**src/hw/rtl/ptfd_pkg.sv**
```systemverilog
// shared types and constants for the tustin pid controller
// register indexes, configuration bundle, pipeline load strobes
// no dependencies
package ptfd_pkg;

	localparam int CFG_IDX_W = 3;
	localparam int DATA_W    = 32;
	localparam int INTEG_W   = 48;
	localparam int SUM_W     = 33;   // error sum or difference
	localparam int TERM_W    = 41;   // 33 x 32 product after the q24 shift
	localparam int PTERM_W   = 40;   // 32 x 32 product after the q24 shift
	localparam int Y_W       = 50;   // unclamped output sum
	localparam int FRAC_SH   = 24;   // gains are q8.24

	localparam logic [CFG_IDX_W-1:0] REG_KP      = 3'd0;
	localparam logic [CFG_IDX_W-1:0] REG_I_GAIN  = 3'd1;
	localparam logic [CFG_IDX_W-1:0] REG_D_GAIN  = 3'd2;
	localparam logic [CFG_IDX_W-1:0] REG_D_POLE  = 3'd3;
	localparam logic [CFG_IDX_W-1:0] REG_OUT_MAX = 3'd4;
	localparam logic [CFG_IDX_W-1:0] REG_OUT_MIN = 3'd5;

	localparam logic [DATA_W-1:0] OUT_MAX_RST = 32'h7fff_ffff;
	localparam logic [DATA_W-1:0] OUT_MIN_RST = 32'h8000_0000;

	typedef struct packed {
		logic signed [DATA_W-1:0] kp;
		logic signed [DATA_W-1:0] i_gain;
		logic signed [DATA_W-1:0] d_gain;
		logic signed [DATA_W-1:0] d_pole;
		logic signed [DATA_W-1:0] out_max;
		logic signed [DATA_W-1:0] out_min;
	} cfg_t;

	// load strobe for each pipeline register
	typedef struct packed {
		logic s1;
		logic s2;
		logic s3;
		logic s4;
		logic s5;
		logic so;
	} pipe_ld_t;

endpackage

```
**src/hw/rtl/ptfd_cfg_regs.sv**
```systemverilog
// configuration register file for the tustin pid controller
// depends on ptfd_pkg
module ptfd_cfg_regs import ptfd_pkg::*; (
	input  logic                 clk,
	input  logic                 arst_n,
	input  logic                 wr_en,
	input  logic [CFG_IDX_W-1:0] wr_index,
	input  logic [DATA_W-1:0]    wr_data,
	output cfg_t                 cfg
);

	cfg_t cfg_q;

	always_ff @(posedge clk or negedge arst_n) begin
		if (!arst_n) begin
			cfg_q.kp      <= '0;
			cfg_q.i_gain  <= '0;
			cfg_q.d_gain  <= '0;
			cfg_q.d_pole  <= '0;
			cfg_q.out_max <= OUT_MAX_RST;
			cfg_q.out_min <= OUT_MIN_RST;
		end else if (wr_en) begin
			case (wr_index)
				REG_KP:      cfg_q.kp      <= wr_data;
				REG_I_GAIN:  cfg_q.i_gain  <= wr_data;
				REG_D_GAIN:  cfg_q.d_gain  <= wr_data;
				REG_D_POLE:  cfg_q.d_pole  <= wr_data;
				REG_OUT_MAX: cfg_q.out_max <= wr_data;
				REG_OUT_MIN: cfg_q.out_min <= wr_data;
				default: ;   // unknown index, write dropped
			endcase
		end
	end

	assign cfg = cfg_q;

endmodule

```
**config.mk**
```make
export PLATFORM = sky130hd
export DESIGN_NAME = ptfd_cfg_regs
export DESIGN_NICKNAME = d
export VERILOG_FILES = /design/src/hw/rtl/ptfd_pkg.sv /design/src/hw/rtl/ptfd_cfg_regs.sv
export SDC_FILE = /design/constraint.sdc
export NUM_CORES = 1
export LEC_CHECK = 0
export BUFFER_PORTS_ARGS = -buffer_cell sky130_fd_sc_hd__clkbuf_2
export CAP_MARGIN = 40
export CORE_ASPECT_RATIO = 1.25
export CORE_MARGIN = 2
export CORE_UTILIZATION = 51
export DETAILED_ROUTE_END_ITERATION = 12
export PLACE_DENSITY = 0.8
export REMOVE_ABC_BUFFERS = 1
export SETUP_SLACK_MARGIN = 0.02
export SYNTH_ARGS = -nofsm -noshare
export SYNTH_HDL_FRONTEND = slang
export SYNTH_SLANG_ARGS = --single-unit
```
**constraint.sdc**
```tcl
create_clock -name clk -period 0.85 [get_ports clk]
set_input_delay 0.1275 -clock clk [delete_from_list [all_inputs] [get_ports clk]]
set_output_delay 0.1275 -clock clk [all_outputs]
set_load 0.02 [all_outputs]
```
-- Word-level counts from Yosys, hierarchy flattened
Cells that the tools add are included.
- input bits: 38
- bits in registers: 192
- reduce and logical (&&, ||, !) cells: 7
- eq/ne operators: 5
- operator list (operator ; number):
    $reduce_and A2 Y1 ; 6
    $eq A3 B2 Y1 const B ; 2
    $eq A3 B3 Y1 const B ; 2
    $eq A3 B1 Y1 const B ; 1
    $logic_not A3 Y1 ; 1

-- Logic depth before layout (Yosys ltp)
- word-level depth: 2
- mapped depth: 5

-- Worst setup path before layout
Ideal clock, no wire load.
- kind: input to register
- start point: in wr_index[0]
- end point: reg cfg_q, in the netlist cfg[160]
- slack: -428 ps
- arrival: 1153 ps
- path buffers: 2
- data required time: 725 ps
- library setup time: 125 ps
- cell stages on the path: 4
- cells stage by stage: buf_6 > nor4b_4 > buf_6 > mux2_4
- word-level cells in the longest chain between the ends: 2
- RTL lines (what ; line ; RTL):
    from (decl) ; ptfd_cfg_regs.sv:7 ; input logic [CFG_IDX_W-1:0] wr_index,
    $logic_not A3 Y1 ; ptfd_cfg_regs.sv:23 ; case (wr_index)
    $reduce_and A2 Y1 (no line) ; - ;
    to (decl) ; ptfd_cfg_regs.sv:12 ; cfg_t cfg_q;
No other way between the ends.
A chain may end at the register's enable or synchronous reset.

-- Worst setup path in the final report
- start point: reg cfg_q, in the netlist cfg[49]
- end point: out cfg[49] (netlist name)
- RTL lines (what ; line ; RTL):
    to (decl) ; ptfd_cfg_regs.sv:9 ; output cfg_t cfg
No word-level cell between the ends.

==> results.yml <==
layout:
  fin_cells: 1015
  layout_common_cells: "mux2_4 (162), dfrtp_1 (160), buf_6 (148)"
  fin_nets: 862
  synthToLayoutAreaGrowth_pct: 78.9
  final.fill_count: 380
  layout_commonest_cell: "mux2_4"
  largest_reg_flops: 192
  antenna_cells: 0
  drive_gt1_frac: 0.793
yosys:
  synth_seq_cells: 192
  yosys-top-cells-area: "dfrtp_1 (54%), mux2_2 (16%), dfstp_2 (11%)"
  synth_area_per_cell_sq_um: 18.0
  ys_types: 11
  syn_area_sq_mm: 0.00740
  yosysWarningCount: 0
  synth_top_area_cell: "dfrtp_1"
  synth_top_cell_area_share: 0.541
  syn_inst: 412
  synth_seq_area_share: 0.654
worst_setup_path:
  crit_buf_inv: 1
  cp_top_family: "flip-flops"
  worstPathArrival_ns: 1.13
  crit_type: "register to output port"
  r2r_slack_ns: -0.23
  cp_slowest_stage_delay_ns: 0.57
  r2r_end: "cfg[95]$_DFFE_PN0P_"
  cp_slowest_cell: "dfstp_2"
  reg2reg_from: "cfg[95]$_DFFE_PN0P_"
  cp.required_ns: 0.72
  worst_r2r_path_depth: 3
  crit_path_start_kind: "register"
  endpoint_kind: "output port"
  worstPathMaxFanout: 2
  crit_path_cell_trace: "buf_8"
min_path:
  min_to: "cfg[157]$_DFFE_PN0P_"
  min_path_cells: 2
  hold_class: "input pin to register"
  hold_start: "wr_data[29]"
pwr:
  p_leak_nw: 6.49
  power_density_mw_per_mm2: 2720
  ir_drop_mv: 2.18
timing:
  tightest_slew_ns: 0.414
  period_share: 1.48
  fin_setup_tns_ns: -100.52
  fmax_mhz: 793
  slew_viol_final: 0
  setup_slack_ns: -0.411
  hold_ws_ns: 0.0152
  relSlewSlack: 0.724
  post-route-min-period_ns: 1.26
  finalSetupViolCount: 384
  finClkSkew_ns: 0
  rsz0062_at_grt: "yes"
  final-hold-violation-count: 0
grt:
  antenna_found_initial: 0
  grt_max_degree: 36
  grt_pass1_wl_um: 38600
  grt_util_all_layers: 0.338
  grt_pass1_vias: 6018
  grt-ovfl-total: 0
run_status:
  run_status: "complete, but fails checks"
  violations: "setup timing"
route:
  antenna_left: 0
  drt_iter0_drc: 485
  firstDrtPassIters: 4
  vias_per_cell: 5.80
  drt_wl_total_um: 32000
  vias: 5882
  drc: 0
  wire_per_inst_um: 31.5
place:
  dp_slack_ns: -0.666
  hpwl_um: 12400
  port_buffers: 229
  place_congestion: 0.828
  dp_cells: 830
clocking:
  clock_latency_ns: 0.44
  h-tree-depth: 4
  cts_max_path_buffers: 2
  ctsRootBufferMaster: "clkbuf_16"
  clk_pin_slew_ns: 0.07
  numClockSinks: 192
  numCtsBuffers: 17
  cts_tree: "built"
die:
  core_area_sq_mm: 0.0143
  dieHeight_um: 139
  start_util: 0.518
  die_w_um: 112
  ios: 230
  dieArea_sq_mm: 0.0155
  row_count: 49
flow_run:
  cap_viol_max_count: 0
cell type report:
cell class | count | area [sq um] | share of cell area
well taps | 178 | 223 | 0.0168
repair buffers | 415 | 4710 | 0.356
clock buffers | 22 | 474 | 0.0358
flip-flops and latches | 192 | 4840 | 0.366
multi-input cells | 198 | 2890 | 0.218
clock inverters | 10 | 110 | 0.00831
timing repair:
action,CTS,global route
setup endpoints to repair,383,384
resized for setup,326,455
cloned,18,0
endpoints found under the hold margin,170,0
pin swaps,5,5
hold buffers,9,0
setup buffers,63,83
cell usage after synthesis, drive strengths merged:
cell    count
dfstp      32
nor4b       1
dfrtp     160
buf        22
nor4bb      3
nand4b      2
mux2      192
layer usage:
metal | vias up | share of wire | global-route usage
met5 | - | 0 | 0
met1 | 3046 | 0.33 | 0.388
met4 | 0 | 0.082 | 0.185
met2 | 378 | 0.51 | 0.583
li1 | 2291 | - | -
met3 | 167 | 0.071 | 0.0800
worst max-delay path by stage:
stage | start | slack, ns | cells past startpoint | to
floorplan | wr_index[2] | -3.18 | 2 | cfg[127]$_DFFE_PN0P_
global placement | wr_index[1] | -0.61 | 4 | cfg[186]$_DFFE_PN0P_
detailed placement | wr_index[0] | -0.67 | 4 | cfg[109]$_DFFE_PN0P_
CTS | cfg[37]$_DFFE_PN1P_ | -0.41 | 1 | cfg[37]
global route | cfg[49]$_DFFE_PN1P_ | -0.44 | 1 | cfg[49]
finish | cfg[49]$_DFFE_PN1P_ | -0.41 | 1 | cfg[49]
where the power goes:
group / switching, mW / internal [mW] / total [mW]
Sequential: 2.06 / 11.4 / 13.5
Clock: 3.62 / 4.56 / 8.17
Combinational: 5.94 / 8.40 / 14.3
Total: 11.6 / 24.4 / 36.0
cell families (layout without fill, tap and decap cells):
| group | Yosys count | after routing | synth area share |
|---|---|---|---|
| buffers and inverters | 22 | 447 | 0.0289 |
| flip-flops | 192 | 192 | 0.654 |
| multiplexers | 192 | 192 | 0.307 |
| AND/OR/NAND/NOR | 6 | 6 | 0.00963 |
through the flow:
step                      total power, mW  utilization  cell area [sq um]
after CTS                            31.3        0.835              11900
after detailed placement             20.3        0.629               8980
after floorplan                      17.0            -               7190
after global routing                 36.9        0.928              13300
final                                36.0        0.928              13300
after global placement               20.0        0.629               8980
Power figures use the tool's default switching activity.
