==> src/hw/rtl/ptfd_pkg.sv <==
// shared types and constants for the tustin pid controller
// register indexes, configuration bundle, pipeline load strobes
// no dependencies
package ptfd_pkg;

	localparam int CFG_IDX_W = 3;
	localparam int DATA_W    = 32;
	localparam int INTEG_W   = 48;
	localparam int SUM_W     = 33;   // error sum or difference
	localparam int TERM_W    = 41;   // 33 x 32 product after the q24 shift
	localparam int PTERM_W   = 40;   // 32 x 32 product after the q24 shift
	localparam int Y_W       = 50;   // unclamped output sum
	localparam int FRAC_SH   = 24;   // gains are q8.24

	localparam logic [CFG_IDX_W-1:0] REG_KP      = 3'd0;
	localparam logic [CFG_IDX_W-1:0] REG_I_GAIN  = 3'd1;
	localparam logic [CFG_IDX_W-1:0] REG_D_GAIN  = 3'd2;
	localparam logic [CFG_IDX_W-1:0] REG_D_POLE  = 3'd3;
	localparam logic [CFG_IDX_W-1:0] REG_OUT_MAX = 3'd4;
	localparam logic [CFG_IDX_W-1:0] REG_OUT_MIN = 3'd5;

	localparam logic [DATA_W-1:0] OUT_MAX_RST = 32'h7fff_ffff;
	localparam logic [DATA_W-1:0] OUT_MIN_RST = 32'h8000_0000;

	typedef struct packed {
		logic signed [DATA_W-1:0] kp;
		logic signed [DATA_W-1:0] i_gain;
		logic signed [DATA_W-1:0] d_gain;
		logic signed [DATA_W-1:0] d_pole;
		logic signed [DATA_W-1:0] out_max;
		logic signed [DATA_W-1:0] out_min;
	} cfg_t;

	// load strobe for each pipeline register
	typedef struct packed {
		logic s1;
		logic s2;
		logic s3;
		logic s4;
		logic s5;
		logic so;
	} pipe_ld_t;

endpackage

==> src/hw/rtl/ptfd_accum.sv <==
// integrator and filtered derivative state, updated once per item
// depends on ptfd_pkg
module ptfd_accum import ptfd_pkg::*; (
	input  logic                       clk,
	input  logic                       arst_n,
	input  pipe_ld_t                   ld,
	input  cfg_t                       cfg,
	input  logic signed [TERM_W-1:0]   ip_s3,
	input  logic signed [TERM_W-1:0]   dp_s3,
	input  logic signed [PTERM_W-1:0]  pp_s3,
	output logic signed [INTEG_W-1:0]  integ_s4,
	output logic signed [DATA_W-1:0]   deriv_s4,
	output logic signed [PTERM_W-1:0]  pp_s4
);

	logic signed [INTEG_W-1:0]  integ_q;
	logic signed [DATA_W-1:0]   deriv_q;
	logic signed [2*DATA_W-1:0] pd_full;
	logic signed [TERM_W:0]     dsum;
	logic signed [INTEG_W:0]    isum;
	logic signed [DATA_W-1:0]   deriv_nxt;
	logic signed [INTEG_W-1:0]  integ_nxt;

	assign pd_full = (2*DATA_W)'(deriv_q) * (2*DATA_W)'($signed(cfg.d_pole));
	assign dsum    = (TERM_W+1)'(dp_s3) + (TERM_W+1)'($signed(pd_full[2*DATA_W-1:FRAC_SH]));
	assign isum    = (INTEG_W+1)'(integ_q) + (INTEG_W+1)'(ip_s3);

	always_comb begin
		if (dsum > (TERM_W+1)'($signed(OUT_MAX_RST)))
			deriv_nxt = OUT_MAX_RST;
		else if (dsum < (TERM_W+1)'($signed(OUT_MIN_RST)))
			deriv_nxt = OUT_MIN_RST;
		else
			deriv_nxt = dsum[DATA_W-1:0];
	end

	always_comb begin
		if (isum[INTEG_W] != isum[INTEG_W-1])
			integ_nxt = isum[INTEG_W] ? {1'b1, {(INTEG_W-1){1'b0}}}
				: {1'b0, {(INTEG_W-1){1'b1}}};
		else
			integ_nxt = isum[INTEG_W-1:0];
	end

	always_ff @(posedge clk or negedge arst_n) begin
		if (!arst_n) begin
			integ_q <= '0;
			deriv_q <= '0;
		end else if (ld.s4) begin
			integ_q <= integ_nxt;
			deriv_q <= deriv_nxt;
		end
	end

	always_ff @(posedge clk) begin
		if (ld.s4) begin
			integ_s4 <= integ_nxt;
			deriv_s4 <= deriv_nxt;
			pp_s4    <= pp_s3;
		end
	end

endmodule

==> config.mk <==
export PLATFORM = sky130hd
export DESIGN_NAME = ptfd_accum
export DESIGN_NICKNAME = d
export VERILOG_FILES = /design/src/hw/rtl/ptfd_pkg.sv /design/src/hw/rtl/ptfd_accum.sv
export SDC_FILE = /design/constraint.sdc
export NUM_CORES = 2
export LEC_CHECK = 0
export BUFFER_PORTS_ARGS = -buffer_cell sky130_fd_sc_hd__buf_2
export CAP_MARGIN = 20
export CORE_ASPECT_RATIO = 1.75
export CORE_UTILIZATION = 45
export CTS_BUF_LIST = sky130_fd_sc_hd__clkbuf_4 sky130_fd_sc_hd__clkbuf_8 sky130_fd_sc_hd__clkbuf_16
export DETAILED_ROUTE_END_ITERATION = 6
export PLACE_DENSITY_LB_ADDON = 0.05
export SLEW_MARGIN = 40
export SYNTH_ARGS = -nofsm -noshare
export SYNTH_HDL_FRONTEND = slang
export SYNTH_SLANG_ARGS = --single-unit
==> constraint.sdc <==
create_clock -name clk -period 20.5 [get_ports clk]
set_input_delay 3.075 -clock clk [delete_from_list [all_inputs] [get_ports clk]]
set_output_delay 3.075 -clock clk [all_outputs]
set_load 0.05 [all_outputs]
# == Word-level counts from Yosys, hierarchy flattened ==
# Index checks and enable logic that the tools add are counted.
# Widths: inputs -> output; s select.
# classes
n_addsub,2
n_mul,1
magnitude_cmp,2
n_eq_ne,1
muxes,4
# op_table
operator,count
$mux 48,2
$mul 32x32->64,1
$mux 32,2
$add 48x41->49,1
$add 41x40->42,1
$gt 42x32->1 const B,1
$lt 42x32->1 const B,1
$ne 1x1->1,1
# totals
regBits,200
out_inout_bits,120
wordCells,15

# == Depth between registers and ports, before layout ==
# logic_depth
word_depth,5
mapped_depth,41
ltp_nobuf,38

# == Worst setup path before layout ==
# No wires, ideal clock.
# synth_path
path_kind,input to register
start,input port cfg[66] in the netlist's numbering
end,"register deriv_s4[23], data pin"
setup_ns,0.266
t_arrival_ns,13.237
t_required_ns,20.234
slack_ns,6.997
cell_stages,35
path_cell_list,clkbuf_1 -> nand2_1 -> inv_1 -> fa_1 -> fa_1 -> fa_1 -> inv_1 -> fa_1 -> inv_1 -> fa_1 -> fa_1 -> fa_1 -> fa_1 -> ha_1 -> a21o_1 -> a21o_1 -> a21oi_1 -> nand2b_1 -> a211oi_1 -> a21oi_1 -> a21oi_1 -> inv_1 -> a31oi_1 -> xnor2_1 -> ha_1 -> nand4_1 -> or4_4 -> a2111oi_4 -> o21ai_1 -> o2bb2ai_1 -> xor2_1 -> nand4_2 -> o41ai_2 -> buf_2 -> o21ai_1
# synth_via
elab_chain_cells,5
elab_cells_between_ends,6
# synth_lines
item,line_no,source
start: declaration,ptfd_accum.sv:7,"input cfg_t cfg,"
$mul 32x32->64 (*),ptfd_accum.sv:24,assign pd_full = (2*DATA_W)'(deriv_q) * (2*DATA_W)'($signed(cfg.d_pole));
$add 41x40->42 (*),ptfd_accum.sv:25,assign dsum = (TERM_W+1)'(dp_s3) + (TERM_W+1)'($signed(pd_full[2*DATA_W-1:FRAC_SH]));
$lt 42x32->1,ptfd_accum.sv:31,else if (dsum < (TERM_W+1)'($signed(OUT_MIN_RST)))
$mux 32,ptfd_accum.sv:31,
$mux 32 (*),ptfd_accum.sv:29,if (dsum > (TERM_W+1)'($signed(OUT_MAX_RST)))
via deriv_nxt[23],ptfd_accum.sv:21,logic signed [DATA_W-1:0] deriv_nxt;
end signal: assignment,ptfd_accum.sv:58,deriv_s4 <= deriv_nxt;
end: declaration,ptfd_accum.sv:12,"output logic signed [DATA_W-1:0] deriv_s4,"
# Mark *: on every way through the listed nets, which the timed path passes. The rest lies on a longest branch.
# A chain may end at the register's enable or synchronous reset.

# == Worst setup path in the final report ==
# layout_path
start,input port cfg[66] in the netlist's numbering
end,"register deriv_s4[17], data pin"
# The elaborated chain is that of the path after synthesis.

==> flow_metrics.tcl <==
set metrics [dict create \
    synth-seq-cells 200 \
    numCtsBuffers 17 \
    period_share 0.725 \
    overflow 0 \
    synth_xor_area_frac 0.0228 \
    cts_resized 0 \
    fin_nets 6745 \
    hold_path.class "flop to flop" \
    clkTransAtPathRegs_ns 0.08 \
    fin_skew_ns 0.0394 \
    setup_viol_count_final 0 \
    track_usage 0.280 \
    cp_common_cell "fa_1" \
    cts_max_level 4 \
    viasPerCell 5.42 \
    arrival_ns 15.09 \
    ys.flop_type "edfxtp_1" \
    die_h_um 434 \
    tightestPinTransition_ns 0.910 \
    crit_fanout 47 \
    die_area_um2 108000 \
    synth-edff-count 120 \
    period_needed_ns 14.86 \
    initial_utilization 0.454 \
    clock_latency_ns 0.52 \
    cp-start-kind "input pin" \
    synth_area_per_cell_um2 9.64 \
    syn_inst 4981 \
    port-buffer-count 276 \
    grt_setup_unrepaired "no" \
    yosys.area_share.simple 0.147 \
    ioPinCount 442 \
    hold_viol_final 0 \
    postCtsSetupRepairBufs 0 \
    place_congestion 0.917 \
    grt_pass1_wl_mm 227 \
    muxShareOfSynthArea 0.00631 \
    yosys.area_share.adder 0.528 \
    critical_path_buf_inv_count 7 \
    cts_tree "done" \
    antenna_found_initial 12 \
    critPathCaptureType "flop" \
    drt_wl_total_mm 145 \
    async_flop_share 0.400 \
    cp_slowest_cell "fa_2" \
    drtPass1Iterations 5 \
    status "complete, no violations" \
    synth_compound_area_frac 0.0809 \
    final.setup.tns_ns 0 \
    path_delay_family "adder cells" \
    synth_top_family_by_area "adder cells" \
    final_max_slew_viol_count 0 \
    slew-limit-headroom 0.392 \
    synth_warnings 0 \
    wl_per_cell_um 22.4 \
    clock_path_buffers 2 \
    fmax_mhz 67.3 \
    crit_required_ns 20.73 \
    final_antenna_net_count 0 \
    syn_area_um2 48000 \
    first_iter_violations 1659 \
    core-area_um2 106000 \
    cpPeakStageDelay_ns 0.96 \
    vias 34900 \
    worstSetupPathType "input pin to flop" \
    synthDistinctLibCells 88 \
    drive_gt1_frac 0.0947 \
    synth_seq_area_share 0.117 \
    syn_nets 6659 \
    grt_pass1_vias 38800 \
    drv_cap 0 \
    syn2layout_area_growth_pct 6.70 \
    dp_hpwl_mm 115 \
    grt_max_degree 89 \
    postCtsHoldBufs 0 \
    rows 158 \
    die_x_um 249 \
    numClockSinks 200 \
    drc 0 \
    fill_cells 10200 \
    root_buffer "clkbuf_16" \
]
==> path summary, 6_finish.rpt <==
check	startpoint	endpoint	slack (ns)	depth (start not counted)
worst min-delay path	integ_q[38]	integ_q[38]	0.51	1
max in group asynchronous	arst_n	deriv_q[28]	17.01	2
worst max register to register	deriv_q[31]	deriv_s4[17]	8.02	35
worst max-delay path	cfg[66]	deriv_s4[17]	5.64	36
min in group asynchronous	arst_n	integ_q[23]	2.40	1
worst min register to register	integ_q[38]	integ_q[38]	0.51	1
==> kinds of logic after synthesis <==
group                      count (synthesis)
buffers and inverters                   1232
DFF                                      200
and+or+nand+nor                         1440
xor gates and xnor gates                 125
adders and majority gates               1382
muxes                                     27
AOI/OAI and AO/OA                        575
==> synthesized netlist by cell type, drive strengths merged (88+ instances only) <==
cell type / count / area (um2)
nand2: 616 / 2310
edfxtp: 120 / 3600
clkbuf: 232 / 871
xnor2: 88 / 771
and2: 496 / 3100
nor2: 149 / 559
a21oi: 151 / 759
fa: 1083 / 21700
inv: 975 / 3660
o21ai: 120 / 601
ha: 273 / 3420
==> registers in the layout, summed over array words and instances, names as in the netlist <==
signal	count
integ_q	48
integ_s4	48
pp_s4	40
deriv_q	32
deriv_s4	32
==> area by class of cell <==
type | instances | area [um2] | area share
Multi-Input combinational cell | 3549 | 37800 | 0.737
Inverter | 975 | 3660 | 0.0715
Antenna cell | 4 | 10.0 | 0.000195
Clock buffer | 17 | 425 | 0.00831
Tap cell | 1360 | 1700 | 0.0332
Sequential cell | 200 | 5660 | 0.111
Timing Repair Buffer | 324 | 1780 | 0.0347
Clock inverter | 15 | 218 | 0.00425
==> through the flow <==
step | instance area, um2 | setup slack, ns | hold slack [ns] | utilization | instances
after global routing | 51200 | 5.00 | 0.531 | 0.484 | 6440
after detailed placement | 50500 | 5.15 | 0.494 | 0.478 | 6407
after global placement | 50500 | 4.81 | 0.489 | 0.477 | 6407
after CTS | 51200 | 5.64 | 0.513 | 0.484 | 6439
final | 51200 | 5.64 | 0.512 | 0.484 | 6444
after floorplan | 48000 | 7.00 | 0.475 | - | 4981
==> per-layer routing <==
metal	up-vias	wire length, um	share of wire	global-route usage
met5	-	101	0.00070	0
met4	16	6150	0.043	0.108
met3	268	6360	0.044	0.0409
met2	863	80200	0.56	0.541
met1	18400	51700	0.36	0.305
li1	15400	-	-	-
==> cell usage in the layout, fill, tap and decap left out, types with 7 or more instances in the layout <==
cell type,count
a211o_1,7
a211oi_1,19
a21boi_0,7
a21o_1,80
a21oi_1,150
a221oi_1,8
a31oi_1,15
and2_1,496
and3_1,8
buf_2,273
buf_4,47
clkbuf_16,17
clkinv_8,7
dfrtp_1,59
dfrtp_2,9
dfrtp_4,12
edfxtp_1,120
fa_1,1082
ha_1,273
inv_1,974
maj3_1,25
mux2_2,26
nand2_1,616
nand2b_1,22
nand3_1,22
nand4_1,35
nor2_1,149
nor2b_1,12
nor3_1,23
o211ai_1,9
o21a_1,23
o21ai_0,82
o21ai_1,38
o21bai_1,26
o22ai_1,19
o22ai_2,18
or2_2,31
xnor2_1,87
xor2_1,37
Power is left out: the tool's default activity adds up to more than one toggle a clock period on the data nets, which glitch-free logic cannot reach.
