**config.mk**
```make
export PLATFORM = sky130hd
export DESIGN_NAME = ptfd_out
export DESIGN_NICKNAME = d
export VERILOG_FILES = /design/src/hw/rtl/ptfd_pkg.sv /design/src/hw/rtl/ptfd_out.sv
export SDC_FILE = /design/constraint.sdc
export NUM_CORES = 1
export LEC_CHECK = 0
export BUFFER_PORTS_ARGS = -buffer_cell sky130_fd_sc_hd__buf_2
export CORE_MARGIN = 5
export CORE_UTILIZATION = 40
export DETAILED_ROUTE_END_ITERATION = 6
export GPL_TIMING_DRIVEN = 0
export PLACE_DENSITY = 0.64
export SETUP_SLACK_MARGIN = 0.1
export SLEW_MARGIN = 25
export SYNTH_ARGS = -nofsm -noshare
export SYNTH_HDL_FRONTEND = slang
export SYNTH_SLANG_ARGS = --single-unit
```
**constraint.sdc**
```tcl
create_clock -name clk -period 4.4 [get_ports clk]
set_clock_uncertainty 0.2 [all_clocks]
set_input_delay 0.22 -clock clk [delete_from_list [all_inputs] [get_ports clk]]
set_output_delay 0.22 -clock clk [all_outputs]
set_load 0.005 [all_outputs]
```
**src/hw/rtl/ptfd_pkg.sv**
```systemverilog
// shared types and constants for the tustin pid controller
// register indexes, configuration bundle, pipeline load strobes
// no dependencies
package ptfd_pkg;

	localparam int CFG_IDX_W = 3;
	localparam int DATA_W    = 32;
	localparam int INTEG_W   = 48;
	localparam int SUM_W     = 33;   // error sum or difference
	localparam int TERM_W    = 41;   // 33 x 32 product after the q24 shift
	localparam int PTERM_W   = 40;   // 32 x 32 product after the q24 shift
	localparam int Y_W       = 50;   // unclamped output sum
	localparam int FRAC_SH   = 24;   // gains are q8.24

	localparam logic [CFG_IDX_W-1:0] REG_KP      = 3'd0;
	localparam logic [CFG_IDX_W-1:0] REG_I_GAIN  = 3'd1;
	localparam logic [CFG_IDX_W-1:0] REG_D_GAIN  = 3'd2;
	localparam logic [CFG_IDX_W-1:0] REG_D_POLE  = 3'd3;
	localparam logic [CFG_IDX_W-1:0] REG_OUT_MAX = 3'd4;
	localparam logic [CFG_IDX_W-1:0] REG_OUT_MIN = 3'd5;

	localparam logic [DATA_W-1:0] OUT_MAX_RST = 32'h7fff_ffff;
	localparam logic [DATA_W-1:0] OUT_MIN_RST = 32'h8000_0000;

	typedef struct packed {
		logic signed [DATA_W-1:0] kp;
		logic signed [DATA_W-1:0] i_gain;
		logic signed [DATA_W-1:0] d_gain;
		logic signed [DATA_W-1:0] d_pole;
		logic signed [DATA_W-1:0] out_max;
		logic signed [DATA_W-1:0] out_min;
	} cfg_t;

	// load strobe for each pipeline register
	typedef struct packed {
		logic s1;
		logic s2;
		logic s3;
		logic s4;
		logic s5;
		logic so;
	} pipe_ld_t;

endpackage

```
**src/hw/rtl/ptfd_out.sv**
```systemverilog
// output sum, clamp to the configured limits and result register
// depends on ptfd_pkg
module ptfd_out import ptfd_pkg::*; (
	input  logic                       clk,
	input  pipe_ld_t                   ld,
	input  cfg_t                       cfg,
	input  logic signed [INTEG_W-1:0]  integ_s4,
	input  logic signed [DATA_W-1:0]   deriv_s4,
	input  logic signed [PTERM_W-1:0]  pp_s4,
	output logic [DATA_W-1:0]          drive,
	output logic                       clamped
);

	logic signed [Y_W-1:0] y_s5;
	logic signed [Y_W-1:0] lim_hi, lim_lo;
	logic [DATA_W-1:0]     drive_q;
	logic                  clamped_q;

	always_ff @(posedge clk) begin
		if (ld.s5)
			y_s5 <= Y_W'(pp_s4) + Y_W'(integ_s4) + Y_W'(deriv_s4);
	end

	assign lim_hi = Y_W'($signed(cfg.out_max));
	assign lim_lo = Y_W'($signed(cfg.out_min));

	// upper limit wins when the limits are crossed
	always_ff @(posedge clk) begin
		if (ld.so) begin
			if (y_s5 > lim_hi) begin
				drive_q   <= cfg.out_max;
				clamped_q <= 1'b1;
			end else if (y_s5 < lim_lo) begin
				drive_q   <= cfg.out_min;
				clamped_q <= 1'b1;
			end else begin
				drive_q   <= y_s5[DATA_W-1:0];
				clamped_q <= 1'b0;
			end
		end
	end

	assign drive   = drive_q;
	assign clamped = clamped_q;

endmodule

```
* Yosys cells after proc, flatten, opt, wreduce, memory -nomap -nowiden
Cells that the tools add are included.
** Storage, ports and cells
- Bits in registers :: 83
- Bits in latches :: 0
- Memory bits (writable) :: 0
- Memory bits (read-only) :: 0
- Bits of input ports :: 319
- Output and inout port bits :: 33
- Word-level logic and storage cells :: 10
- Memories kept :: 0
** Cells by class
- Add/sub/neg operators :: 2
- Multipliers :: 0
- Div/mod/pow operators :: 0
- $lt $le $gt $ge :: 2
- Equal/unequal tests :: 0
- Shift operators :: 0
- Mux-type cells :: 3
- Bitwise operators :: 0
- Reductions and logical operators :: 0
** Operators with widths (count)
- 2-to-1 mux 32 bit :: 2
- adder 49 x 32 -> 50 bit :: 1
- greater-than comparator 50 x 32 -> 1 bit :: 1
- < comparator 50 x 32 -> 1 bit :: 1
- adder 40 x 48 -> 49 bit :: 1
- 2-to-1 mux 1 bit :: 1

* Logic depth before layout (Yosys ltp)
Gate-level depths: netlist (run 1).
- Word-level depth :: 3
- Depth in mapped cells :: 13
- Depth with buffers taken out :: 13

* Worst setup path after synthesis (run 1)
No wires, ideal clock.
- Path type :: input to register
- Start point :: input port cfg[63] in the netlist's numbering
- End point :: register drive_q[12] (netlist: drive[12]) (data pin)
- Setup time :: 0.260 ns
- Arrival :: 2.757 ns
- Data required time :: 3.940 ns
- Slack :: 1.184 ns
- Stages :: 11
- Path buffers :: 1
- Cells stage by stage :: inv_1 ha_1 a2111oi_1 o21ai_1 o2111ai_1 a21oi_1 a2111oi_1 o21ai_1 mux2i_4 buf_6 mux2_2
** On the way
- Word-level cells in the longest chain between the ends :: 2
** Ends and longest elaborated chain
- from (decl) :: RTL line ptfd_out.sv:6 : input cfg_t cfg,
- greater-than comparator 50 x 32 -> 1 bit :: RTL line ptfd_out.sv:30 : if (y_s5 > lim_hi) begin
- 2-to-1 mux 32 bit :: RTL line ptfd_out.sv:30
- to (signal assigned) :: RTL line ptfd_out.sv:31 : drive_q <= cfg.out_max;
- to (signal assigned) :: RTL line ptfd_out.sv:34 : drive_q <= cfg.out_min;
- to (signal assigned) :: RTL line ptfd_out.sv:37 : drive_q <= y_s5[DATA_W-1:0];
- to (decl) :: RTL line ptfd_out.sv:16 : logic [DATA_W-1:0] drive_q;
No other way between the ends.
A chain may end at the register's enable or synchronous reset.

* Worst setup path in the final report (run 1)
- Start point :: input port cfg[55] in the netlist's numbering
- End point :: register drive_q[15] (netlist: drive[15]) (data pin)
Same word-level chain as after synthesis.

==> out/results.tsv, run 1 <==
metric	value	unit
Final min period	3.87	ns
leading cell type in the layout, fill and taps excluded	buf_2	
area of the multi-input gates	7040	µm²
CP max-delay cell	nor4_2	
final worst slack	0.526	ns
worst reg2reg path depth	9	
Slew Limit Fails	0	
CP dominant cell by count	nor4_2	
root buf cell	clkbuf_16	
Yosys cell types	62	
grt total ovfl	0	
DRC viols	0	
Clock transition at path regs	0.07	ns
worst-skew pair later-pin latency	0.35	ns
Worst-Margin Slew	0.831	ns
Critical Path AT	3.75	ns
Cells after DPL	1603	
Total Routed Length	28100	µm
worst slack, placed	0.363	ns
slowest cell delay on critical path	0.54	ns
capturing element type of the critical path	flip-flop	
post-route cell area	12100	µm²
vias	8904	
Post-Layout Cell Count	1643	
setup TNS	0	ns
share of total power in combinational logic	57.0	%
asr flop ratio synth	0	%
Flop pwr share	28.0	%
die area	28400	µm²
wire per inst	17.1	µm
Area Overhead vs Synth	20.2	%
Setup CP Type	in -> reg	
Core Rows	58	
PnR Total Power	5.10	mW
first-pass GRT wire length	45000	µm
Max Buffers Root-to-Sink	2	
worst-path cell chain	dlygate4sd3_1, buf_2, inv_1, ha_1, nand4_1, nor4_2, o311a_1, nor4_2, o21ai_1, mux2i_4, buf_6, mux2_1	
metal1 wirelength	14400	µm
Final period util	88.1	%
Synth warnings	0	
Hold WS	0.0273	ns
final hold violation count	0	
Pre-antenna DRT Iters	5	
top sig layer	met5	
Reg area	2490	µm²
Syn Std Cell Area	10100	µm²
Max-Cap Viols	0	
Met3 Wirelength	1940	µm
antenna violations before repair	3	
CTS tree	done	
outcome	complete, no violations	
Num CTS Buffers	9	
crit-path leading delay family	multiplexers	
dpl cell area	11600	µm²
H-tree levels	3	
die width	169	µm
GP Congestion	0.887	
Crit path buffers/inverters	4	
commonest non-fill, non-tap cells in the layout	224 x buf_2, 147 x ha_1, 100 x nand2_1	
Psw	2.13	mW
IO buf count	219	
largest net degree at the start of global routing	51	
Core ar.	25000	µm²
share of layout cells above drive strength 1	21.6	%
Filler cells	2439	
Clk network pwr share	15.0	%
Synth Instances	1054	
switching part of the total	41.7	%
Pint	2.97	mW
DR vias/cell	5.42	
dominant cells by area after synthesis	edfxtp_1 25%, ha_1 18%, fa_1 9.7%	
Worst path depth	12	
Synth top area share	24.8	%
Post-Syn Area per Cell	9.55	µm²
final core utilization	48.5	%
count of final setup violators	0	
Synth Flop Type	edfxtp_1	
first-iteration detailed-routing DRC count	567	
Hold Crit Depth	2	
WL met2	11400	µm
number of synthesized flops with an enable pin	83	
P_leak	5.71	nW
P per Cell Area	422	nW/µm²
num ports	352	
post-cts gate resize count	0	
die height	169	µm
Synth Register Bits	83	
RSZ-0062 raised after global routing	no	
VDD IR-drop max	0.225	mV
syn nets	1569	
final net count	1822	
Starting Density	40.3	%
clock sink total	83	
Routed Antenna Nets	0	
HPWL Detailed	23400	µm
post-synthesis sequential area ratio	24.8	%
vias in the first global route	8723	
Worst setup SP type	input port	
gr usage total	19.6	%
achievable clock frequency	0.258	GHz
HP Class	in -> reg	
Crit path required time	4.28	ns
cell taking the most area after synthesis	edfxtp_1	
relative slew slack	44.6	%
CP max FO	10	
-- layer usage --
metal | track usage, % | vias up
met1 | 30.8 | 4104
met5 | 0 | -
met4 | 4.27 | 4
met3 | 2.50 | 19
met2 | 28.5 | 314
li1 | - | 4463
-- flip-flops by register name, summed over array words and instances, names as in the netlist --
| signal | cells |
|---|---|
| clamped | 1 |
| drive | 32 |
| y_s5 | 50 |
-- area by class of cell --
type	count	share of cell area, %
Timing Repair Buffer	242	11.0
Antenna cell	1	0.0207
Tap cell	330	3.41
Sequential cell	83	20.6
Multi-Input combinational cell	849	58.2
Buffer	35	1.65
Inverter	87	2.70
Clock buffer	10	1.89
Clock inverter	6	0.527
-- worst reg2reg max path: stages, from the launching register on --
cell	delay, ns
edfxtp_1	0.48
ha_1	0.35
nand4_1	0.23
nor4_2	0.54
o311a_1	0.31
nor4_2	0.08
o21ai_1	0.26
mux2i_4	0.49
buf_6	0.23
mux2_1	0.42
-- repair_timing --
action | CTS | global route
endpoints found under the hold margin | 23 | 0
hold buffers | 23 | 0
setup buffers | 0 | 0
-- path summary, 6_finish.rpt --
check | startpoint | to | slack, ns
setup / recovery | cfg[55] | drive[15] | 0.53
hold / removal | cfg[63] | drive[31] | 0.03
setup reg to reg | y_s5[23] | drive[15] | 0.53
hold reg to reg | y_s5[28] | drive[28] | 0.68
-- Yosys cell counts, drive strengths merged, types with 2 or more instances --
library cell / n
edfxtp: 83
a31o: 2
a221oi: 3
nor2: 35
o221ai: 33
a311oi: 2
buf: 15
a211o: 5
nor4b: 3
and3: 6
xor2: 13
ha: 147
o311a: 2
nor2b: 10
inv: 87
and4: 5
nand2: 100
nand2b: 4
nor3b: 3
and2: 3
o21bai: 7
nor4: 3
o31ai: 2
o211ai: 9
a211oi: 7
a2111oi: 4
fa: 49
a31oi: 8
o21ai: 44
mux2i: 34
clkbuf: 19
nor3: 13
xnor2: 30
o2111ai: 3
a21oi: 90
nand4: 20
mux2: 32
nand3: 52
o21a: 7
a41oi: 2
a21o: 40
a21boi: 4
o22ai: 2
a22oi: 3
-- kinds of logic (layout without fill, tap and decap cells) --
family                   after synthesis  after routing  synth area share, %
AO/OA/AOI/OAI                        282            282                 18.6
XOR/XNOR                              43             43                 3.74
adder cells (fa/ha/maj)              196            196                 28.0
buffers and inverters                122            380                 5.23
flip-flops                            83             83                 24.8
multiplexers                          66             66                 7.09
other                                  0              1                    0
AND/OR/NAND/NOR                      262            262                 12.6
-- power by group through the flow --
stage	combinational [mW]	clock (mW)	sequential, mW
floorplan	2.06	0	1.37
global placement	2.82	0	1.43
detailed placement	2.86	0	1.44
CTS	2.90	0.779	1.42
global route	3.28	0.809	1.45
finish	2.91	0.766	1.43
Power figures use the tool's default switching activity.
==> run 2, diff against run 1 <==
CTS_BUF_LIST = sky130_fd_sc_hd__clkbuf_4 sky130_fd_sc_hd__clkbuf_8   (was not set)
==> out/results.tsv, run 2 (same netlist as run 1, synthesis figures left out) <==
metric	value	unit	change
Slew Limit Fails	0		unchanged
Crit path required time	4.31	ns	+0.03 ns
CTS tree	done		
P_leak	5.74	nW	+0.43%
IO buf count	219		unchanged
Routed Antenna Nets	0		unchanged
clock sink total	83		unchanged
Pre-antenna DRT Iters	6		+1
count of final setup violators	0		unchanged
Final period util	89.2	%	+1.1 points
Worst setup SP type	input port		
CP max FO	10		unchanged
Max-Cap Viols	0		unchanged
first-pass GRT wire length	45100	µm	+0.31%
DRC viols	0		unchanged
grt total ovfl	0		unchanged
HPWL Detailed	23400	µm	unchanged
H-tree levels	3		unchanged
GP Congestion	0.887		unchanged
Clock transition at path regs	0.09	ns	+0.02 ns
P per Cell Area	404	nW/µm²	-4.1%
antenna violations before repair	3		unchanged
Max Buffers Root-to-Sink	2		unchanged
Num CTS Buffers	9		unchanged
largest net degree at the start of global routing	51		unchanged
Area Overhead vs Synth	20.7	%	
share of layout cells above drive strength 1	22.1	%	+0.51 points
Filler cells	2430		-0.37%
num ports	352		unchanged
final worst slack	0.476	ns	-0.0495 ns
Setup CP Type	in -> reg		
HP Class	in -> reg		
Largest register FFs	50		unchanged
worst-skew pair later-pin latency	0.37	ns	+0.02 ns
Total Routed Length	28100	µm	+0.18%
Hold Crit Depth	2		unchanged
area of the multi-input gates	7040	µm²	unchanged
final hold violation count	0		unchanged
post-route cell area	12100	µm²	+0.40%
Worst-Margin Slew	0.812	ns	-0.0197 ns
DR vias/cell	5.39		-0.63%
Top reg by flops	y_s5		
relative slew slack	45.9	%	+1.3 points
first-iteration detailed-routing DRC count	604		+6.5%
PnR Total Power	4.91	mW	-3.8%
setup TNS	0	ns	unchanged
gr usage total	19.6	%	+0.030 points
root buf cell	clkbuf_8		
R2R Setup Slk	0.57	ns	+0.04 ns
VDD IR-drop max	0.169	mV	-25%
worst slack, placed	0.363	ns	unchanged
final core utilization	48.7	%	+0.20 points
Critical Path AT	3.83	ns	+0.08 ns
outcome	complete, no violations		
dpl cell area	11600	µm²	unchanged
achievable clock frequency	0.255	GHz	-1.3%
vias in the first global route	8756		+0.38%
RSZ-0062 raised after global routing	no		
Core Rows	58		unchanged
wire per inst	17.0	µm	-0.73%
final net count	1837		+0.82%
Starting Density	40.3	%	unchanged
leading cell type in the layout, fill and taps excluded	buf_2		
die area	28400	µm²	unchanged
Reg area	2490	µm²	unchanged
Core ar.	25000	µm²	unchanged
worst reg2reg path depth	9		unchanged
die height	169	µm	unchanged
die width	169	µm	unchanged
capturing element type of the critical path	flip-flop		
commonest non-fill, non-tap cells in the layout	224 x buf_2, 147 x ha_1, 100 x nand2_1		
Final min period	3.92	ns	+0.0495 ns
vias	8929		+0.28%
## run 2: cell count changes in the layout (fill, tap and decap cells not counted), sizes merged
cell | previous run | this run
dlygate4sd3 | 23 | 30
inv | 88 | 87
clkinvlp | 1 | 2
buf | 234 | 242
## run 2: worst max-delay path, cell delays in order
cell and delay (ns):
dlygate4sd3_1 0.52, buf_2 0.15, clkinvlp_4 0.21, buf_12 0.20
ha_1 0.31, a21oi_1 0.13, o21ai_0 0.17, a211oi_1 0.22
nor2_1 0.08, a2111oi_1 0.37, o21ai_1 0.19, mux2i_4 0.43
buf_6 0.23, mux2_1 0.40
## run 2: timing repair
item | CTS | global route
hold buffers | 29 | 1
buffers inserted | 0 | 8
endpoints found under the hold margin | 29 | 1
gates resized for setup | 0 | 1
endpoints found under the setup margin | 0 | 20
## run 2: power by group
part | internal [mW] | total [mW] | switching [mW]
clock network | 0.269 | 0.565 | 0.296
registers | 1.23 | 1.43 | 0.197
logic | 1.31 | 2.92 | 1.61
## run 2: through the flow
| stage | std cells | hold slack, ns |
|---|---|---|
| global placement | 1603 | 0.334 |
| finish | 1658 | 0.0301 |
| global route | 1658 | 0.00507 |
| floorplan | 1054 | 0.132 |
| CTS | 1648 | 0.00689 |
| detailed placement | 1603 | 0.330 |
## run 2: layer usage
layer,part of all wire [%],track usage (%),wire (µm),vias to the layer above
met5,0.075,0,21,-
met4,1.2,4.16,341,4
met3,6.6,2.43,1850,26
met2,41,28.7,11400,316
met1,52,30.9,14500,4098
li1,-,-,-,4485
## run 2: layout make-up
type	count	area share, %
multi-input combinational	849	58.0
sequential	83	20.5
timing repair buffer	257	12.1
tap	330	3.40
inverter	87	2.72
buffer	35	1.65
clock buffer	10	1.08
clock inverter	6	0.525
antenna	1	0.0206
## run 2: final timing paths
kind,from,end
worst min register to register,y_s5[19],drive[19]
worst max register to register,y_s5[23],drive[15]
worst max-delay path,cfg[63],drive[15]
worst min-delay path,cfg[49],drive[17]
==> run 3, diff against run 2 <==
clock period = 4.5 ns   (was 4.4 ns; I/O delays follow)
==> out/results.tsv, run 3 (same netlist as run 1, synthesis figures left out) <==
metric	value	unit	change
Total Routed Length	28000	µm	-0.63%
die height	169	µm	unchanged
Critical Path End	drive[15]		
Final min period	4.18	ns	
CP max-delay cell	dlygate4sd3_1		
post-route cell area	12100	µm²	-0.79%
Largest register FFs	50		unchanged
die width	169	µm	unchanged
outcome	complete, no violations		
capturing element type of the critical path	flip-flop		
Core ar.	25000	µm²	unchanged
H-tree levels	3		unchanged
root buf cell	clkbuf_8		
Hold WS	0.0237	ns	-0.00644 ns
RSZ-0062 raised after global routing	no		
commonest non-fill, non-tap cells in the layout	224 x buf_2, 147 x ha_1, 100 x nand2_1		
achievable clock frequency	0.239	GHz	
Worst setup startpoint	cfg[63]		
CP max FO	19		+9
DR vias/cell	5.39		+0.11%
HP Class	in -> reg		
VDD IR-drop max	0.163	mV	-3.2%
RR Endpoint	drive[15]		
dpl cell area	11600	µm²	unchanged
switching part of the total	42.8	%	+0.043 points
CTS tree	done		
worst slack, placed	0.458	ns	+0.0950 ns
vias in the first global route	8747		-0.10%
leading cell type in the layout, fill and taps excluded	buf_2		
worst reg2reg path depth	9		unchanged
R2R Setup Slk	0.68	ns	+0.11 ns
share of total power in combinational logic	59.4	%	about the same
num ports	352		unchanged
Worst setup SP type	input port		
final worst slack	0.324	ns	-0.152 ns
Critical Path AT	4.08	ns	+0.25 ns
final net count	1827		-0.54%
Psw	2.05	mW	-2.3%
postcts setup bufs	0		unchanged
Crit Reg-Reg Startpoint	y_s5[23]		
Area Overhead vs Synth	19.8	%	
Slew Limit Fails	0		unchanged
grt total ovfl	0		unchanged
DRC viols	0		unchanged
Clock transition at path regs	0.09	ns	about the same
Top reg by flops	y_s5		
clock sink total	83		unchanged
Setup CP Type	in -> reg		
HP Start	cfg[49]		
setup TNS	0	ns	unchanged
share of layout cells above drive strength 1	21.6	%	-0.52 points
Post-Layout Cell Count	1648		-0.60%
Starting Density	40.3	%	unchanged
count of final setup violators	0		unchanged
Max Buffers Root-to-Sink	2		unchanged
P_leak	5.69	nW	-0.81%
Filler cells	2435		+0.21%
Max-Cap Viols	0		unchanged
wire per inst	17.0	µm	about the same
Cells after DPL	1603		unchanged
first-pass GRT wire length	45100	µm	-0.12%
worst-skew pair later-pin latency	0.37	ns	about the same
Final period util	92.8	%	
Pre-antenna DRT Iters	5		-1
slowest cell delay on critical path	0.53	ns	about the same
largest net degree at the start of global routing	51		unchanged
relative slew slack	46.1	%	+0.24 points
Crit path required time	4.41	ns	+0.10 ns
worst-path cell chain	dlygate4sd3_1, buf_2, inv_1, ha_1, a2111oi_1, o21ai_1, o2111ai_1, a21oi_1, a2111oi_1, o21ai_1, mux2i_4, buf_6, mux2_1		
gr usage total	19.6	%	-0.025 points
Flop pwr share	29.1	%	about the same
IO buf count	219		unchanged
Worst-Margin Slew	0.808	ns	-0.00359 ns
GP Congestion	0.887		unchanged
vias	8885		-0.49%
first-iteration detailed-routing DRC count	595		-1.5%
Clk network pwr share	11.6	%	about the same
Num CTS Buffers	9		unchanged
Core Rows	58		unchanged
final hold violation count	0		unchanged
antenna violations before repair	3		unchanged
die area	28400	µm²	unchanged
Pint	2.74	mW	-2.5%
P per Cell Area	398	nW/µm²	-1.6%
Routed Antenna Nets	0		unchanged
HPWL Detailed	23400	µm	unchanged
[run 3: changes by cell type in the layout (fill, tap and decap cells not counted), sizes merged]
cell and delta:
buf -8, clkinvlp -1, dlygate4sd3 -2, inv +1
[run 3: how the worst min path moves through the flow]
stage                            to  cells after the start  slack [ns]
after floorplan             clamped                      0        0.14
after global placement    drive[28]                      2        0.34
after detailed placement  drive[29]                      2        0.33
after CTS                 drive[20]                      2     0.00008
after global routing      drive[18]                      2       0.003
final                     drive[17]                      2        0.02
[run 3: per-layer routing]
layer	vias up	share of wire, %	GRT usage, %
met5	-	0.075	0
met4	4	1.2	4.16
met3	23	6.9	2.43
met2	316	40	28.6
met1	4075	51	30.9
li1	4467	-	-
[run 3: layout make-up]
cell class / count / area (µm²) / share of cell area [%]
buffer: 35 / 200 / 1.66
clock buffer: 10 / 131 / 1.09
multi-input combinational: 849 / 7040 / 58.4
sequential: 83 / 2490 / 20.7
antenna: 1 / 2.50 / 0.0208
timing repair buffer: 247 / 1380 / 11.4
tap: 330 / 413 / 3.43
inverter: 87 / 327 / 2.71
clock inverter: 6 / 63.8 / 0.529
[run 3: timing repair]
action / 4_1_cts / 5_1_grt
gates resized for setup: 0 / 0
hold endpoints to repair: 28 / 0
hold buffers: 28 / 0
[run 3: metrics by stage]
step           util (%)  power, mW
2_1_floorplan         -       3.35
3_5_place_dp       46.4       4.21
5_1_grt            48.3       5.22
4_1_cts            48.3       4.80
6_report           48.3       4.79
3_3_place_gp       46.4       4.16
[run 3: power groups by stage]
stage	combinational, mW	clock, mW	sequential (mW)
4_1_cts	2.84	0.567	1.39
5_1_grt	3.21	0.599	1.42
3_3_place_gp	2.75	0	1.40
6_report	2.84	0.554	1.39
2_1_floorplan	2.01	0	1.34
3_5_place_dp	2.80	0	1.41
[run 3: worst max-delay path: cells and delay by family]
kind,cells,cell delay (ns)
compound gates,6,1.25
fa+ha+maj,1,0.37
buf+inv,4,1.40
mux,2,0.82
